$ cat src/hw/rtl/hmet_pkg.sv
// Package for the hand motion expression tracker.
// Holds the shared constants, payload and control types and the coefficient clamp.
// Depends on nothing; every other RTL file imports it.
package hmet_pkg;

   // Number of magnitudes averaged per hand.
   localparam int WINDOW_SIZE = 8;

   localparam int VEL_W   = 16;
   localparam int MAG_W   = 17;
   localparam int SUM_W   = MAG_W + $clog2(WINDOW_SIZE + 1);
   localparam int SPD_W   = 24;
   localparam int COEF_W  = 17;
   localparam int SCALE_W = 24;
   localparam int Q16_FRAC = 16;

   localparam logic [COEF_W-1:0] Q16_ONE = COEF_W'(65536);
   localparam logic [SPD_W-1:0]  SPD_MAX = '1;

   // Configuration register map.
   localparam int CSR_IDX_W  = 3;
   localparam int CSR_DATA_W = 24;
   localparam logic [CSR_IDX_W-1:0] CSR_SPEED_SCALE = 3'd0;
   localparam logic [CSR_IDX_W-1:0] CSR_SMOOTH_GAIN = 3'd1;
   localparam logic [CSR_IDX_W-1:0] CSR_PEAK_DECAY  = 3'd2;
   localparam logic [CSR_IDX_W-1:0] CSR_BLEND_SPEED = 3'd3;
   localparam logic [CSR_IDX_W-1:0] CSR_BLEND_PEAK  = 3'd4;

   localparam logic [SCALE_W-1:0] RST_SPEED_SCALE = SCALE_W'(7600);
   localparam logic [COEF_W-1:0]  RST_SMOOTH_GAIN = COEF_W'(3002);
   localparam logic [COEF_W-1:0]  RST_PEAK_DECAY  = COEF_W'(63242);
   localparam logic [COEF_W-1:0]  RST_BLEND_SPEED = COEF_W'(12698);
   localparam logic [COEF_W-1:0]  RST_BLEND_PEAK  = COEF_W'(53965);

   typedef struct packed {
      logic signed [VEL_W-1:0] left_vel_x;
      logic signed [VEL_W-1:0] left_vel_y;
      logic signed [VEL_W-1:0] left_vel_z;
      logic signed [VEL_W-1:0] right_vel_x;
      logic signed [VEL_W-1:0] right_vel_y;
      logic signed [VEL_W-1:0] right_vel_z;
   } req_type;

   typedef struct packed {
      logic [SPD_W-1:0]  left_speed;
      logic [SPD_W-1:0]  left_smooth;
      logic [SPD_W-1:0]  left_peak;
      logic [COEF_W-1:0] left_expression;
      logic [SPD_W-1:0]  right_speed;
      logic [SPD_W-1:0]  right_smooth;
      logic [SPD_W-1:0]  right_peak;
      logic [COEF_W-1:0] right_expression;
   } rsp_type;

   // Coefficients as the per-hand datapath sees them (weights already clamped to one).
   typedef struct packed {
      logic [SCALE_W-1:0] speed_scale;
      logic [COEF_W-1:0]  smooth_gain;
      logic [COEF_W-1:0]  peak_decay;
      logic [COEF_W-1:0]  blend_speed;
      logic [COEF_W-1:0]  blend_peak;
   } coef_type;

   typedef struct packed {
      logic start;
      logic take;
   } hand_cmd_type;

   typedef struct packed {
      logic [SPD_W-1:0]  speed;
      logic [SPD_W-1:0]  smooth;
      logic [SPD_W-1:0]  peak;
      logic [COEF_W-1:0] expression;
   } hand_res_type;

   // A Q1.16 weight above one is used as one.
   function automatic logic [COEF_W-1:0] coef_sat(input logic [COEF_W-1:0] c);
      logic [COEF_W-1:0] r;
      r = (c > Q16_ONE) ? Q16_ONE : c;
      return r;
   endfunction

endpackage

$ cat src/hw/rtl/hmet_req_if.sv
// Input channel of the hand motion expression tracker: valid, ready and one frame.
// Depends on hmet_pkg for the payload type.
interface hmet_req_if;
   logic             valid;
   logic             ready;
   hmet_pkg::req_type payload;

   modport source(output valid, output payload, input ready);
   modport sink(input valid, input payload, output ready);
endinterface

$ cat src/hw/rtl/hmet_rsp_if.sv
// Result channel of the hand motion expression tracker: valid, ready and one result.
// Depends on hmet_pkg for the payload type.
interface hmet_rsp_if;
   logic             valid;
   logic             ready;
   hmet_pkg::rsp_type payload;

   modport source(output valid, output payload, input ready);
   modport sink(input valid, input payload, output ready);
endinterface

$ cat src/hw/rtl/hand_motion_expression_tracker.sv
// Top level of the hand motion expression tracker: handshake, configuration
// registers, result register and one serial datapath per hand.
// Depends on hmet_pkg, hmet_req_if, hmet_rsp_if and hmet_hand.
//
// A result moves into the output register once the datapath is done and the
// output register is free. The datapath runs 16 sum-of-squares steps, 16 root
// steps, 21 steps for the speed product, 17 for each of the four weighted
// products and six further stages. A new item is accepted once the previous
// result moves into the output register; a window size that is not a power of
// two adds a long division, one quotient bit per cycle (SUM_W + 16 of them).
// Reset is synchronous: coefficients return to defaults, histories, window sums,
// smoothed speeds and peaks clear to zero at once, with no clearing pass.
module hand_motion_expression_tracker import hmet_pkg::*; (
   input  logic                  clock,
   input  logic                  reset,
   hmet_req_if.sink              req_chan,
   hmet_rsp_if.source            rsp_chan,
   input  logic                  csr_we,
   input  logic [CSR_IDX_W-1:0]  csr_index,
   input  logic [CSR_DATA_W-1:0] csr_wdata
);

   // Configuration registers; the user must write them only while the block is idle (not enforced here).
   logic [SCALE_W-1:0] speed_scale_ff;
   logic [COEF_W-1:0]  smooth_gain_ff;
   logic [COEF_W-1:0]  peak_decay_ff;
   logic [COEF_W-1:0]  blend_speed_ff;
   logic [COEF_W-1:0]  blend_peak_ff;

   always_ff @(posedge clock) begin
      if (reset) begin
         speed_scale_ff <= RST_SPEED_SCALE;
         smooth_gain_ff <= RST_SMOOTH_GAIN;
         peak_decay_ff  <= RST_PEAK_DECAY;
         blend_speed_ff <= RST_BLEND_SPEED;
         blend_peak_ff  <= RST_BLEND_PEAK;
      end else if (csr_we) begin
         unique case (csr_index)
            CSR_SPEED_SCALE: speed_scale_ff <= csr_wdata[SCALE_W-1:0];
            CSR_SMOOTH_GAIN: smooth_gain_ff <= csr_wdata[COEF_W-1:0];
            CSR_PEAK_DECAY:  peak_decay_ff  <= csr_wdata[COEF_W-1:0];
            CSR_BLEND_SPEED: blend_speed_ff <= csr_wdata[COEF_W-1:0];
            CSR_BLEND_PEAK:  blend_peak_ff  <= csr_wdata[COEF_W-1:0];
            default: ;
         endcase
      end
   end

   // Weights above one act as one; the datapath only ever sees clamped weights.
   coef_type coef;
   assign coef.speed_scale = speed_scale_ff;
   assign coef.smooth_gain = coef_sat(smooth_gain_ff);
   assign coef.peak_decay  = coef_sat(peak_decay_ff);
   assign coef.blend_speed = coef_sat(blend_speed_ff);
   assign coef.blend_peak  = coef_sat(blend_peak_ff);

   // Control: busy_ff covers an item from acceptance until its result moves
   // into the output register. The output register frees the datapath, so a
   // new item is taken while the previous result still waits downstream.
   logic         busy_ff, busy_in;
   logic         rsp_valid_ff, rsp_valid_in;
   rsp_type      rsp_data_ff;
   logic         accept;
   logic         left_done, right_done;
   logic         take;
   hand_cmd_type cmd;
   hand_res_type left_res, right_res;

   assign req_chan.ready = !busy_ff;
   assign accept         = req_chan.valid && !busy_ff;

   // Both hands run the same fixed schedule, so they finish together.
   assign take      = left_done && right_done && (!rsp_valid_ff || rsp_chan.ready);
   assign cmd.start = accept;
   assign cmd.take  = take;

   always_comb begin
      busy_in = busy_ff;
      if (accept) begin
         busy_in = 1'b1;
      end else if (take) begin
         busy_in = 1'b0;
      end
      rsp_valid_in = rsp_valid_ff;
      if (take) begin
         rsp_valid_in = 1'b1;
      end else if (rsp_chan.ready) begin
         rsp_valid_in = 1'b0;
      end
   end

   always_ff @(posedge clock) begin
      if (reset) begin
         busy_ff      <= 1'b0;
         rsp_valid_ff <= 1'b0;
      end else begin
         busy_ff      <= busy_in;
         rsp_valid_ff <= rsp_valid_in;
      end
   end

   always_ff @(posedge clock) begin
      if (take) begin
         rsp_data_ff.left_speed       <= left_res.speed;
         rsp_data_ff.left_smooth      <= left_res.smooth;
         rsp_data_ff.left_peak        <= left_res.peak;
         rsp_data_ff.left_expression  <= left_res.expression;
         rsp_data_ff.right_speed      <= right_res.speed;
         rsp_data_ff.right_smooth     <= right_res.smooth;
         rsp_data_ff.right_peak       <= right_res.peak;
         rsp_data_ff.right_expression <= right_res.expression;
      end
   end

   assign rsp_chan.valid   = rsp_valid_ff;
   assign rsp_chan.payload = rsp_data_ff;

   // The hands take the velocity components straight from the channel on the
   // accepting edge and keep their own copies from then on.
   hmet_hand u_left (
      .clock (clock),
      .reset (reset),
      .cmd   (cmd),
      .coef  (coef),
      .vel_x (req_chan.payload.left_vel_x),
      .vel_y (req_chan.payload.left_vel_y),
      .vel_z (req_chan.payload.left_vel_z),
      .done  (left_done),
      .res   (left_res)
   );

   hmet_hand u_right (
      .clock (clock),
      .reset (reset),
      .cmd   (cmd),
      .coef  (coef),
      .vel_x (req_chan.payload.right_vel_x),
      .vel_y (req_chan.payload.right_vel_y),
      .vel_z (req_chan.payload.right_vel_z),
      .done  (right_done),
      .res   (right_res)
   );

   a_hands_in_step: assert property (@(posedge clock) disable iff (reset)
      left_done == right_done)
      else $error("hand datapaths out of step");

   a_done_only_busy: assert property (@(posedge clock) disable iff (reset)
      left_done |-> busy_ff)
      else $error("result finished with no item in flight");

   a_take_fills_output: assert property (@(posedge clock) disable iff (reset)
      take |=> (rsp_valid_ff && !busy_ff))
      else $error("finished item did not reach the output register");

endmodule

$ cat src/hw/rtl/hmet_hand.sv
// Per-hand datapath: bit-serial sum of squares, digit-by-digit square root,
// magnitude window, bit-serial speed product divided by the window size, and weighted blends.
// Depends on hmet_pkg.
module hmet_hand import hmet_pkg::*; (
   input  logic                    clock,
   input  logic                    reset,
   input  hand_cmd_type            cmd,
   input  coef_type                coef,
   input  logic signed [VEL_W-1:0] vel_x,
   input  logic signed [VEL_W-1:0] vel_y,
   input  logic signed [VEL_W-1:0] vel_z,
   output logic                    done,
   output hand_res_type            res
);

   localparam int MUL_W   = (SUM_W > COEF_W) ? SUM_W : COEF_W;
   localparam int OPD_W   = SCALE_W;
   localparam int TERM_W  = OPD_W + 2;
   localparam int ACC_W   = SUM_W + SCALE_W;
   localparam int SQ_W    = 2 * VEL_W;
   localparam int ROOT_W  = VEL_W;
   localparam int REM_W   = ROOT_W + 2;
   localparam int DIV_SHIFT = 8;
   localparam int QUO_W   = ACC_W - DIV_SHIFT;
   localparam int CNT_W   = $clog2(ACC_W + 1);
   localparam int LOG2W   = $clog2(WINDOW_SIZE);
   localparam bit WIN_POW2 = ((1 << LOG2W) == WINDOW_SIZE);
   localparam int DREM_W  = $clog2(WINDOW_SIZE + 1);

   localparam logic [TERM_W-1:0] ROUND_TERM = TERM_W'(1) << (Q16_FRAC - 1);
   localparam logic [DREM_W:0]   WIN_DIV    = (DREM_W + 1)'(WINDOW_SIZE);

   localparam logic [3:0] S_IDLE = 4'd0;
   localparam logic [3:0] S_SQ   = 4'd1;
   localparam logic [3:0] S_ROOT = 4'd2;
   localparam logic [3:0] S_WIN  = 4'd3;
   localparam logic [3:0] S_MSPD = 4'd4;
   localparam logic [3:0] S_DIV  = 4'd5;
   localparam logic [3:0] S_SPD  = 4'd6;
   localparam logic [3:0] S_MSM  = 4'd7;
   localparam logic [3:0] S_SMF  = 4'd8;
   localparam logic [3:0] S_MPK  = 4'd9;
   localparam logic [3:0] S_PKF  = 4'd10;
   localparam logic [3:0] S_ME1  = 4'd11;
   localparam logic [3:0] S_E1F  = 4'd12;
   localparam logic [3:0] S_MEX  = 4'd13;
   localparam logic [3:0] S_EXF  = 4'd14;
   localparam logic [3:0] S_DONE = 4'd15;

   logic [3:0]        state_ff, state_in;
   logic [CNT_W-1:0]  cnt_ff, cnt_in;
   logic [MUL_W-1:0]  m0_ff, m0_in, m1_ff, m1_in, m2_ff, m2_in;
   logic [OPD_W-1:0]  a0_ff, a0_in, a1_ff, a1_in, a2_ff, a2_in;
   logic [ACC_W-1:0]  acc_ff, acc_in;
   logic [ROOT_W-1:0] root_ff, root_in;
   logic [REM_W-1:0]  rem_ff, rem_in;
   logic [DREM_W-1:0] drem_ff, drem_in;
   logic [QUO_W-1:0]  quo_ff, quo_in;
   logic [MAG_W-1:0]  hist_ff [WINDOW_SIZE];
   logic [MAG_W-1:0]  hist_in [WINDOW_SIZE];
   logic [SUM_W-1:0]  sum_ff, sum_in;
   logic [SPD_W-1:0]  speed_ff, speed_in;
   logic [SPD_W-1:0]  sm_ff, sm_in;
   logic [SPD_W-1:0]  pk_ff, pk_in;
   logic [COEF_W-1:0] ex_ff, ex_in;

   logic [VEL_W-1:0]  abs_x, abs_y, abs_z;
   logic              last_step, round_en;
   logic [TERM_W-1:0] term;
   logic [ACC_W-1:0]  mac_next;
   logic [REM_W+1:0]  rem_try, root_trial;
   logic              root_ge;
   logic [DREM_W:0]   div_try;
   logic              div_ge;
   logic [ACC_W-1:0]  spd_wide;
   logic [SPD_W-1:0]  speed_new;
   logic [SPD_W-1:0]  blend_res;
   logic [MAG_W-1:0]  mag;
   logic [SUM_W-1:0]  sum_new;

   assign abs_x = vel_x[VEL_W-1] ? VEL_W'(~vel_x + 1'b1) : VEL_W'(vel_x);
   assign abs_y = vel_y[VEL_W-1] ? VEL_W'(~vel_y + 1'b1) : VEL_W'(vel_y);
   assign abs_z = vel_z[VEL_W-1] ? VEL_W'(~vel_z + 1'b1) : VEL_W'(vel_z);

   // Multiply-accumulate step, most significant multiplier bit first.
   assign last_step = (cnt_ff == CNT_W'(1));
   assign round_en  = last_step && ((state_ff == S_MSM) || (state_ff == S_MPK) ||
                                    (state_ff == S_ME1) || (state_ff == S_MEX));
   assign term = (m0_ff[MUL_W-1] ? TERM_W'(a0_ff) : '0) +
                 (m1_ff[MUL_W-1] ? TERM_W'(a1_ff) : '0) +
                 (m2_ff[MUL_W-1] ? TERM_W'(a2_ff) : '0) +
                 (round_en ? ROUND_TERM : '0);
   assign mac_next  = {acc_ff[ACC_W-2:0], 1'b0} + ACC_W'(term);
   assign blend_res = acc_ff[Q16_FRAC +: SPD_W];

   // Square root: two radicand bits per cycle.
   assign rem_try    = {rem_ff, acc_ff[SQ_W-1 -: 2]};
   assign root_trial = (REM_W + 2)'({root_ff, 2'b01});
   assign root_ge    = (rem_try >= root_trial);

   // Long division by the window size, one quotient bit per cycle.
   assign div_try = {drem_ff, acc_ff[ACC_W-1]};
   assign div_ge  = (div_try >= WIN_DIV);

   assign spd_wide  = WIN_POW2 ? (acc_ff >> (DIV_SHIFT + LOG2W)) : ACC_W'(quo_ff);
   assign speed_new = (|(spd_wide >> SPD_W)) ? SPD_MAX : spd_wide[SPD_W-1:0];

   assign mag     = MAG_W'(root_ff);
   assign sum_new = sum_ff - SUM_W'(hist_ff[WINDOW_SIZE-1]) + SUM_W'(mag);

   always_comb begin
      state_in = state_ff;
      cnt_in   = cnt_ff;
      m0_in    = m0_ff;
      m1_in    = m1_ff;
      m2_in    = m2_ff;
      a0_in    = a0_ff;
      a1_in    = a1_ff;
      a2_in    = a2_ff;
      acc_in   = acc_ff;
      root_in  = root_ff;
      rem_in   = rem_ff;
      drem_in  = drem_ff;
      quo_in   = quo_ff;
      hist_in  = hist_ff;
      sum_in   = sum_ff;
      speed_in = speed_ff;
      sm_in    = sm_ff;
      pk_in    = pk_ff;
      ex_in    = ex_ff;

      unique case (state_ff)
         S_IDLE: begin
            if (cmd.start) begin
               m0_in    = MUL_W'(abs_x) << (MUL_W - VEL_W);
               m1_in    = MUL_W'(abs_y) << (MUL_W - VEL_W);
               m2_in    = MUL_W'(abs_z) << (MUL_W - VEL_W);
               a0_in    = OPD_W'(abs_x);
               a1_in    = OPD_W'(abs_y);
               a2_in    = OPD_W'(abs_z);
               acc_in   = '0;
               cnt_in   = CNT_W'(VEL_W);
               state_in = S_SQ;
            end
         end
         S_SQ, S_MSPD, S_MSM, S_MPK, S_ME1, S_MEX: begin
            acc_in = mac_next;
            m0_in  = m0_ff << 1;
            m1_in  = m1_ff << 1;
            m2_in  = m2_ff << 1;
            cnt_in = cnt_ff - 1'b1;
            if (last_step) begin
               case (state_ff)
                  S_SQ: begin
                     root_in  = '0;
                     rem_in   = '0;
                     cnt_in   = CNT_W'(ROOT_W);
                     state_in = S_ROOT;
                  end
                  S_MSPD: begin
                     drem_in  = '0;
                     quo_in   = '0;
                     cnt_in   = CNT_W'(QUO_W);
                     state_in = WIN_POW2 ? S_SPD : S_DIV;
                  end
                  S_MSM:   state_in = S_SMF;
                  S_MPK:   state_in = S_PKF;
                  S_ME1:   state_in = S_E1F;
                  default: state_in = S_EXF;
               endcase
            end
         end
         S_ROOT: begin
            acc_in  = acc_ff << 2;
            rem_in  = root_ge ? REM_W'(rem_try - root_trial) : REM_W'(rem_try);
            root_in = {root_ff[ROOT_W-2:0], root_ge};
            cnt_in  = cnt_ff - 1'b1;
            if (last_step) begin
               state_in = S_WIN;
            end
         end
         S_WIN: begin
            for (int i = WINDOW_SIZE - 1; i > 0; i--) begin
               hist_in[i] = hist_ff[i-1];
            end
            hist_in[0] = mag;
            sum_in     = sum_new;
            m0_in      = MUL_W'(sum_new) << (MUL_W - SUM_W);
            m1_in      = '0;
            m2_in      = '0;
            a0_in      = coef.speed_scale;
            acc_in     = '0;
            cnt_in     = CNT_W'(SUM_W);
            state_in   = S_MSPD;
         end
         S_DIV: begin
            acc_in  = acc_ff << 1;
            drem_in = div_ge ? DREM_W'(div_try - WIN_DIV) : DREM_W'(div_try);
            quo_in  = {quo_ff[QUO_W-2:0], div_ge};
            cnt_in  = cnt_ff - 1'b1;
            if (last_step) begin
               state_in = S_SPD;
            end
         end
         S_SPD: begin
            // Smoothing as a blend: g*speed + (1-g)*old equals old + g*(speed-old).
            speed_in = speed_new;
            m0_in    = MUL_W'(coef.smooth_gain) << (MUL_W - COEF_W);
            m1_in    = MUL_W'(Q16_ONE - coef.smooth_gain) << (MUL_W - COEF_W);
            m2_in    = '0;
            a0_in    = speed_new;
            a1_in    = sm_ff;
            acc_in   = '0;
            cnt_in   = CNT_W'(COEF_W);
            state_in = S_MSM;
         end
         S_SMF: begin
            sm_in    = blend_res;
            m0_in    = MUL_W'(coef.peak_decay) << (MUL_W - COEF_W);
            m1_in    = '0;
            a0_in    = pk_ff;
            acc_in   = '0;
            cnt_in   = CNT_W'(COEF_W);
            state_in = S_MPK;
         end
         S_PKF: begin
            pk_in    = (speed_ff > blend_res) ? speed_ff : blend_res;
            m0_in    = MUL_W'(coef.blend_speed) << (MUL_W - COEF_W);
            m1_in    = MUL_W'(Q16_ONE - coef.blend_speed) << (MUL_W - COEF_W);
            a0_in    = speed_ff;
            a1_in    = sm_ff;
            acc_in   = '0;
            cnt_in   = CNT_W'(COEF_W);
            state_in = S_ME1;
         end
         S_E1F: begin
            m0_in    = MUL_W'(coef.blend_peak) << (MUL_W - COEF_W);
            m1_in    = MUL_W'(Q16_ONE - coef.blend_peak) << (MUL_W - COEF_W);
            a0_in    = blend_res;
            a1_in    = pk_ff;
            acc_in   = '0;
            cnt_in   = CNT_W'(COEF_W);
            state_in = S_MEX;
         end
         S_EXF: begin
            ex_in    = (blend_res > SPD_W'(Q16_ONE)) ? Q16_ONE : blend_res[COEF_W-1:0];
            state_in = S_DONE;
         end
         S_DONE: begin
            if (cmd.take) begin
               state_in = S_IDLE;
            end
         end
         default: state_in = S_IDLE;
      endcase
   end

   always_ff @(posedge clock) begin
      if (reset) begin
         state_ff <= S_IDLE;
         for (int i = 0; i < WINDOW_SIZE; i++) begin
            hist_ff[i] <= '0;
         end
         sum_ff <= '0;
         sm_ff  <= '0;
         pk_ff  <= '0;
      end else begin
         state_ff <= state_in;
         hist_ff  <= hist_in;
         sum_ff   <= sum_in;
         sm_ff    <= sm_in;
         pk_ff    <= pk_in;
      end
   end

   always_ff @(posedge clock) begin
      cnt_ff   <= cnt_in;
      m0_ff    <= m0_in;
      m1_ff    <= m1_in;
      m2_ff    <= m2_in;
      a0_ff    <= a0_in;
      a1_ff    <= a1_in;
      a2_ff    <= a2_in;
      acc_ff   <= acc_in;
      root_ff  <= root_in;
      rem_ff   <= rem_in;
      drem_ff  <= drem_in;
      quo_ff   <= quo_in;
      speed_ff <= speed_in;
      ex_ff    <= ex_in;
   end

   assign done           = (state_ff == S_DONE);
   assign res.speed      = speed_ff;
   assign res.smooth     = sm_ff;
   assign res.peak       = pk_ff;
   assign res.expression = ex_ff;

   a_peak_covers_speed: assert property (@(posedge clock) disable iff (reset)
      (state_ff == S_DONE) |-> (pk_ff >= speed_ff))
      else $error("peak below speed at end of item");

   a_expression_clamped: assert property (@(posedge clock) disable iff (reset)
      (state_ff == S_DONE) |-> (ex_ff <= Q16_ONE))
      else $error("expression above one");

   a_start_only_idle: assert property (@(posedge clock) disable iff (reset)
      cmd.start |-> (state_ff == S_IDLE))
      else $error("start while the hand datapath is busy");

   a_take_releases: assert property (@(posedge clock) disable iff (reset)
      (done && cmd.take) |=> (state_ff == S_IDLE))
      else $error("hand datapath did not return to idle after its result was taken");

endmodule

$ cat src/flat_wrapper.sv
// flat-port wrapper written by rule: the top's interface ports become plain ports
module hand_motion_expression_tracker_flat import hmet_pkg::*;
  (clock, reset, csr_we, csr_index, csr_wdata, req_chan_valid, req_chan_payload, req_chan_ready, rsp_chan_valid, rsp_chan_payload, rsp_chan_ready);
  hmet_req_if req_chan_i ();
  hmet_rsp_if rsp_chan_i ();
  input  logic clock;
  input  logic reset;
  input  logic csr_we;
  input  logic [CSR_IDX_W-1:0] csr_index;
  input  logic [CSR_DATA_W-1:0] csr_wdata;
  input wire logic [$bits(req_chan_i.valid)-1:0] req_chan_valid;
  input wire logic [$bits(req_chan_i.payload)-1:0] req_chan_payload;
  output wire logic [$bits(req_chan_i.ready)-1:0] req_chan_ready;
  output wire logic [$bits(rsp_chan_i.valid)-1:0] rsp_chan_valid;
  output wire logic [$bits(rsp_chan_i.payload)-1:0] rsp_chan_payload;
  input wire logic [$bits(rsp_chan_i.ready)-1:0] rsp_chan_ready;
  assign req_chan_i.valid = req_chan_valid;
  assign req_chan_i.payload = req_chan_payload;
  assign req_chan_ready = req_chan_i.ready;
  assign rsp_chan_valid = rsp_chan_i.valid;
  assign rsp_chan_payload = rsp_chan_i.payload;
  assign rsp_chan_i.ready = rsp_chan_ready;
  hand_motion_expression_tracker u_core (.clock(clock), .reset(reset), .req_chan(req_chan_i), .rsp_chan(rsp_chan_i), .csr_we(csr_we), .csr_index(csr_index), .csr_wdata(csr_wdata));
endmodule
$ cat config.mk
export PLATFORM = sky130hd
export DESIGN_NAME = hand_motion_expression_tracker_flat
export DESIGN_NICKNAME = d
export VERILOG_FILES = /design/src/hw/rtl/hmet_pkg.sv /design/src/hw/rtl/hmet_req_if.sv /design/src/hw/rtl/hmet_rsp_if.sv /design/src/hw/rtl/hand_motion_expression_tracker.sv /design/src/hw/rtl/hmet_hand.sv /design/src/flat_wrapper.sv
export SDC_FILE = /design/constraint.sdc
export NUM_CORES = 2
export LEC_CHECK = 0
export CAP_MARGIN = 40
export CORE_UTILIZATION = 60
export DETAILED_ROUTE_END_ITERATION = 10
export DONT_BUFFER_PORTS = 1
export PLACE_DENSITY_LB_ADDON = 0.08
export SLEW_MARGIN = 20
export SYNTH_ARGS = -nofsm -noshare
export SYNTH_HDL_FRONTEND = slang
export SYNTH_SLANG_ARGS = --single-unit
export TNS_END_PERCENT = 5
$ cat constraint.sdc
create_clock -name clock -period 10.4 [get_ports clock]
set_clock_uncertainty 0.1 [all_clocks]
set_input_delay 2.08 -clock clock [delete_from_list [all_inputs] [get_ports clock]]
set_output_delay 2.08 -clock clock [all_outputs]
set_load 0.02 [all_outputs]
After elaboration in Yosys (flattened, before gate mapping)
Index checks and enable logic that the tools add are counted.

Bitwise gates (word level): 6. Mux-type cells: 82. $add $sub $neg: 25. Magnitude comparators: 10. Reductions and logical operators: 76. Equal/unequal tests: 48.

Operators with widths (number): case mux 45 bit (5 select lines) (2); case mux 21 bit (7 select lines) (2); two-way mux 24 bit (12); case mux 24 bit (6 select lines) (2); case mux 21 bit (6 select lines) (2); two-way mux 16 bit (14); case mux 24 bit (3 select lines) (2); two-way mux 21 bit (6); case mux 21 bit (3 select lines) (2); two-way mux 18 bit (6); adder 16 x 1 -> 16 bit, second input constant (6); NOT 16 bit (6); adder 45 x 26 -> 45 bit (2); case mux 4 bit (11 select lines) (2); case mux 18 bit (2 select lines) (2); > comparator 17 bit, second input constant (4); two-way mux 17 bit (4); == test 4 bit, second input constant (16); case mux 16 bit (2 select lines) (2); case mux 6 bit (5 select lines) (2); adder 25 x 16 -> 26 bit (2); adder 26 x 16 -> 26 bit (2); subtractor 17 bit, first input constant (3); adder 24 x 24 -> 25 bit (2); 40 further kinds (142).

Register bits after elaboration: 1180. Output and inout port bits: 180. Logic and storage cells: 310. Input port bits: 128.

Longest topological paths before layout
Depth after elaboration: 9. Gate-level depth with buffers: 19. Mapped depth without buffers: 18.

Modules after synthesis
A second synthesis with hierarchy kept.

Cells, all modules: 6693. Area, all modules: 63741.1 um^2.

By module, submodules not included: hmet_hand at u_core.u_right (area an instance 27431.3 um^2, instances 1, cells an instance 3035); hmet_hand at u_core.u_left (area an instance 26929.6 um^2, instances 1, cells an instance 3009); hand_motion_expression_tracker (area an instance 9380.2 um^2, instances 1, cells an instance 649).

Worst setup path before layout
No wires, ideal clock.

Kind: input to register. Start point: in rsp_chan_ready. End point: reg u_core.u_left.state_ff[3]. Path slack: 1902 ps. Data arrival time: 8236 ps. Data required time: 10138 ps. Cell stages on the path: 8. Cells stage by stage: nand2b_1 nor2b_1 clkbuf_1 nor2_1 a311oi_1 and3_1 a21oi_1 nor3_1.

Longest elaborated chain between the ends: 4.

Ends and longest elaborated chain: from (decl) (line flat_wrapper.sv:16) `input wire logic [$bits(rsp_chan_i.ready)-1:0] rsp_chan_ready;`; logical OR 1 bit (line hand_motion_expression_tracker.sv:73) `assign take = left_done && right_done && (!rsp_valid_ff || rsp_chan.ready);`; logical AND 1 bit (line hand_motion_expression_tracker.sv:73); inequality test 2 bit (no line); AND reduction 5 bit (no line); to (signal assigned) (line hmet_hand.sv:268) `state_ff <= state_in;`; to (decl) (line hmet_hand.sv:50) `logic [3:0] state_ff, state_in;`.

No other way between the ends. A chain may end at the register's enable or synchronous reset.

Worst setup path after layout
Start point: reg u_core.u_right.m1_ff[20]. End point: reg u_core.u_right.acc_ff[41], data pin.

Longest elaborated chain between the ends: 6.

Ends and longest elaborated chain: from (decl) (line hmet_hand.sv:52) `logic [MUL_W-1:0] m0_ff, m0_in, m1_ff, m1_in, m2_ff, m2_in;`; from (signal assigned) (line hmet_hand.sv:279) `m1_ff <= m1_in;`; two-way mux 24 bit (line hmet_hand.sv:90) `(m1_ff[MUL_W-1] ? TERM_W'(a1_ff) : '0) +`; adder 24 x 24 -> 25 bit (line hmet_hand.sv:89) `assign term = (m0_ff[MUL_W-1] ? TERM_W'(a0_ff) : '0) +`; adder 25 x 16 -> 26 bit (line hmet_hand.sv:90); adder 26 x 16 -> 26 bit (line hmet_hand.sv:91) `(m2_ff[MUL_W-1] ? TERM_W'(a2_ff) : '0) +`; adder 45 x 26 -> 45 bit (line hmet_hand.sv:93) `assign mac_next = {acc_ff[ACC_W-2:0], 1'b0} + ACC_W'(term);`; case mux 45 bit (5 select lines) (line hmet_hand.sv:132) `unique case (state_ff)`; named net u_core.u_right.acc_in[41] (line hmet_hand.sv:54) `logic [ACC_W-1:0] acc_ff, acc_in;`; to (signal assigned) (line hmet_hand.sv:284) `acc_ff <= acc_in;`; to (decl) (line hmet_hand.sv:54).

The timed path passes the listed nets, and every way through them passes these cells.

==> qor.csv <==
stage,metric,value,unit
clock_tree,"Clk Latency, worst-skew pair",740,ps
routing,Routed Antenna Nets,0,
logic_synthesis,Synth top area share,32.77,%
pwr,sw frac,38.22,%
sta,Final Setup Violations,0,
sta,final hold violations,0,
pwr,sequential power share,36.1,%
logic_synthesis,Yosys warning count,0,
setup_path,r2r worst-path depth,17,
clock_tree,# Post-CTS Setup Buffers,0,
clock_tree,CTS tree,yes,
floorplanning,Cell Rows,116,
sta,setup TNS,0,ps
cells_and_area,Fillers,8257,
sta,FMAX,0.1654,GHz
setup_path,"Data arrival, critical path",6420,ps
routing,DRT Pass-1 Iters,9,
setup_path,CP endpoint kind,flip-flop,
global_routing,largest net degree at the start of global routing,497,
logic_synthesis,register area share after synthesis,49.04,%
pwr,Lkg Pwr,0.02460,uW
global_routing,number of global-route vias before repair,46102,
hold_path,Hold Crit Class,flip-flop to flip-flop,
clock_tree,PostCTS Resize Cnt,0,
pwr,Cell Int Power,10910,uW
global_routing,initial antenna violation count,10,
pwr,Max VDD drop,0.1835,mV
sta,Hold WS,318.7,ps
routing,Vias,49361,
pwr,PwrDens,265.9,nW/um^2
global_routing,first-pass GRT wire length,287300,um
cells_and_area,"commonest non-fill, non-tap cells in the layout","nand2_1, edfxtp_1, a21oi_1, dfxtp_1, inv_1",
routing,routed length per instance,25.20,um
sta,slew margin rel.,29.06,%
logic_synthesis,number of synthesized flops with an enable pin,666,
cells_and_area,area delta synth->final,8.837,%
sta,minimum clock period,6044,ps
clock_tree,maximum root-to-sink buffer count,3,
placement,GPL Wtd Cong,1.030,
routing,via/cell ratio,6.435,
sta,Slew @ Worst Pin,1064,ps
sta,Final Max Tran Viols,0,
setup_path,critical-path cell list,"buf_8, and2_1, fa_1, fa_1, ha_1, ha_1, inv_1, fa_1, nor2b_1, o21a_1, o21ai_0, a211oi_1, o31ai_1, a21boi_0, o211ai_1, or3_1, o311ai_0",
setup_path,CP Launch Type,flip-flop,
global_routing,GR Overflow Total,0,
sta,Final period util,58.12,%
clock_tree,H-tree Lvls,3,
logic_synthesis,Post-Syn Area per Cell,9.606,um^2
routing,final wirelength,193300,um
floorplanning,initial core utilization,60.76,%
global_routing,Tot GR Track Use,36.89,%
placement,Post-DP HPWL,140000,um
floorplanning,Die Y,320.9,um
floorplanning,core area,100400,um^2
placement,port buffer count,0,
cells_and_area,Layout Nets,6702,
cells_and_area,"commonest non-fill, non-tap cell in the layout",nand2_1,
setup_path,Worst Path Required,10780,ps
flow_run,Max-Cap Viols,0,
placement,DP Area,62350,um^2
cells_and_area,final instance area,66420,um^2
pwr,Psw,6749,uW
logic_synthesis,library cells used by synthesis,80,
setup_path,"slowest stage delay, CP",570,ps
clock_tree,clock root cell,clkbuf_16,
hold_path,Hold Path Depth,2,
clock_tree,Clock Pin Slew Worst Setup and Hold Paths,60,ps
setup_path,"Slowest-stage cell, CP",edfxtp_1,
logic_synthesis,synthesized flop and latch total,1162,
logic_synthesis,Synth Instances,6353,
logic_synthesis,ys flop type,edfxtp_1,
setup_path,"most used cell, CP",fa_1,
logic_synthesis,ranking of synthesized cells by area,"edfxtp_1, dfxtp_1, nand2_1",
setup_path,critical-path maximum fanout,16,
pwr,clock share of power,24.0,%
logic_synthesis,Post-Syn Nets,6850,
routing,initial DRC count,6193,
routing,DR DRC count,0,
clock_tree,CTS Buf Count,117,
floorplanning,chip width,320.9,um
setup_path,Worst Setup Path Type,flip-flop to flip-flop,
clock_tree,clk sinks,1162,
pwr,total power,17660,uW
logic_synthesis,Yosys top cell by area,edfxtp_1,
sta,RSZ-0062 raised after global routing,no,
pwr,power share of the combinational group,39.9,%
clock_tree,cts hold-fix bufs,0,
status,status,finished clean,
floorplanning,IO Pins,308,
cells_and_area,final core occ,66.13,%
logic_synthesis,"Async S/R FF share, synth",0,%
logic_synthesis,Syn Std Cell Area,61020,um^2
floorplanning,die footprint,103000,um^2
cells_and_area,layout cells sized above 1,5.864,%
power by group through the flow:
stage | Combinational [uW] | Sequential, uW | Clock (uW)
3_3_place_gp | 6710 | 6440 | 0
3_5_place_dp | 6840 | 6450 | 0
6_report | 7050 | 6370 | 4240
5_1_grt | 7780 | 6410 | 4450
4_1_cts | 6900 | 6360 | 4280
2_1_floorplan | 5180 | 6100 | 0
cell type report:
type                    instances  area (um^2)  area share (%)
well taps                    1357         1698           2.556
repair buffers                119         1097           1.652
clock buffers                 165         3306           4.977
clock inverters                59        553.0          0.8327
flip-flops and latches       1162        29930           45.06
diodes                          4        10.01         0.01507
multi-input cells            4484        28620           43.09
inverters                     321         1205           1.814
worst max-delay path, delay by kind of cell, from the launching register on:
| family | cells | cell delay, ps |
|---|---|---|
| AO/OA/AOI/OAI | 7 | 2210 |
| buffers and inverters | 2 | 310 |
| adder cells (fa/ha/maj) | 5 | 1860 |
| AND/OR/NAND/NOR | 3 | 710 |
| flip-flops | 1 | 570 |
state kept, by name, summed over array words and instances, names as in the netlist, 45 cells and up:
name,count
u_core.rsp_chan.payload,178
u_core.u_left.acc_ff,45
u_core.u_left.hist_ff,128
u_core.u_right.acc_ff,45
u_core.u_right.hist_ff,128
path summary, 6_finish.rpt:
path | start | endpoint | slack, ps
worst min-delay path | u_core.u_left.hist_ff[17] | u_core.u_left.hist_ff[0] | 320
worst max register to register | u_core.u_right.m1_ff[20] | u_core.u_right.acc_ff[41] | 4360
worst min register to register | u_core.u_left.hist_ff[17] | u_core.u_left.hist_ff[0] | 320
worst max-delay path | u_core.u_right.m1_ff[20] | u_core.u_right.acc_ff[41] | 4360
cells by family after synthesis:
group                      count (synthesis)  synth area share (%)
buffers and inverters                    707                 4.382
xor gates and xnor gates                 216                 3.100
and+or+nand+nor                         2219                 16.22
muxes                                     87                 1.429
AOI/OAI and AO/OA                       1593                 16.86
adders and majority gates                369                 8.968
DFF                                     1162                 49.04
layer usage:
layer	vias to the layer above	global-route usage (%)	routed length [um]
li1	22354	-	-
met1	23918	49.70	77340
met2	2559	56.28	85050
met3	519	9.684	20980
met4	11	15.74	9827
met5	-	0	88
Yosys cell counts, types with 114 or more instances:
cell      count
xnor2_1     133
a22oi_1     177
nor2_1      321
fa_1        114
edfxtp_1    666
ha_1        255
inv_1       321
nand2_1    1243
a21oi_1     578
clkbuf_1    349
dfxtp_1     496
o21ai_0     230
and2_1      134
nand3_1     117
metrics by stage:
stage | worst slack, ps | instances
6_report | 4356 | 7671
5_1_grt | 4012 | 7667
4_1_cts | 4294 | 7654
3_5_place_dp | 4320 | 7430
3_3_place_gp | 4479 | 7411
2_1_floorplan | 1902 | 6353
No activity file was read; power rests on OpenSTA's default activity.
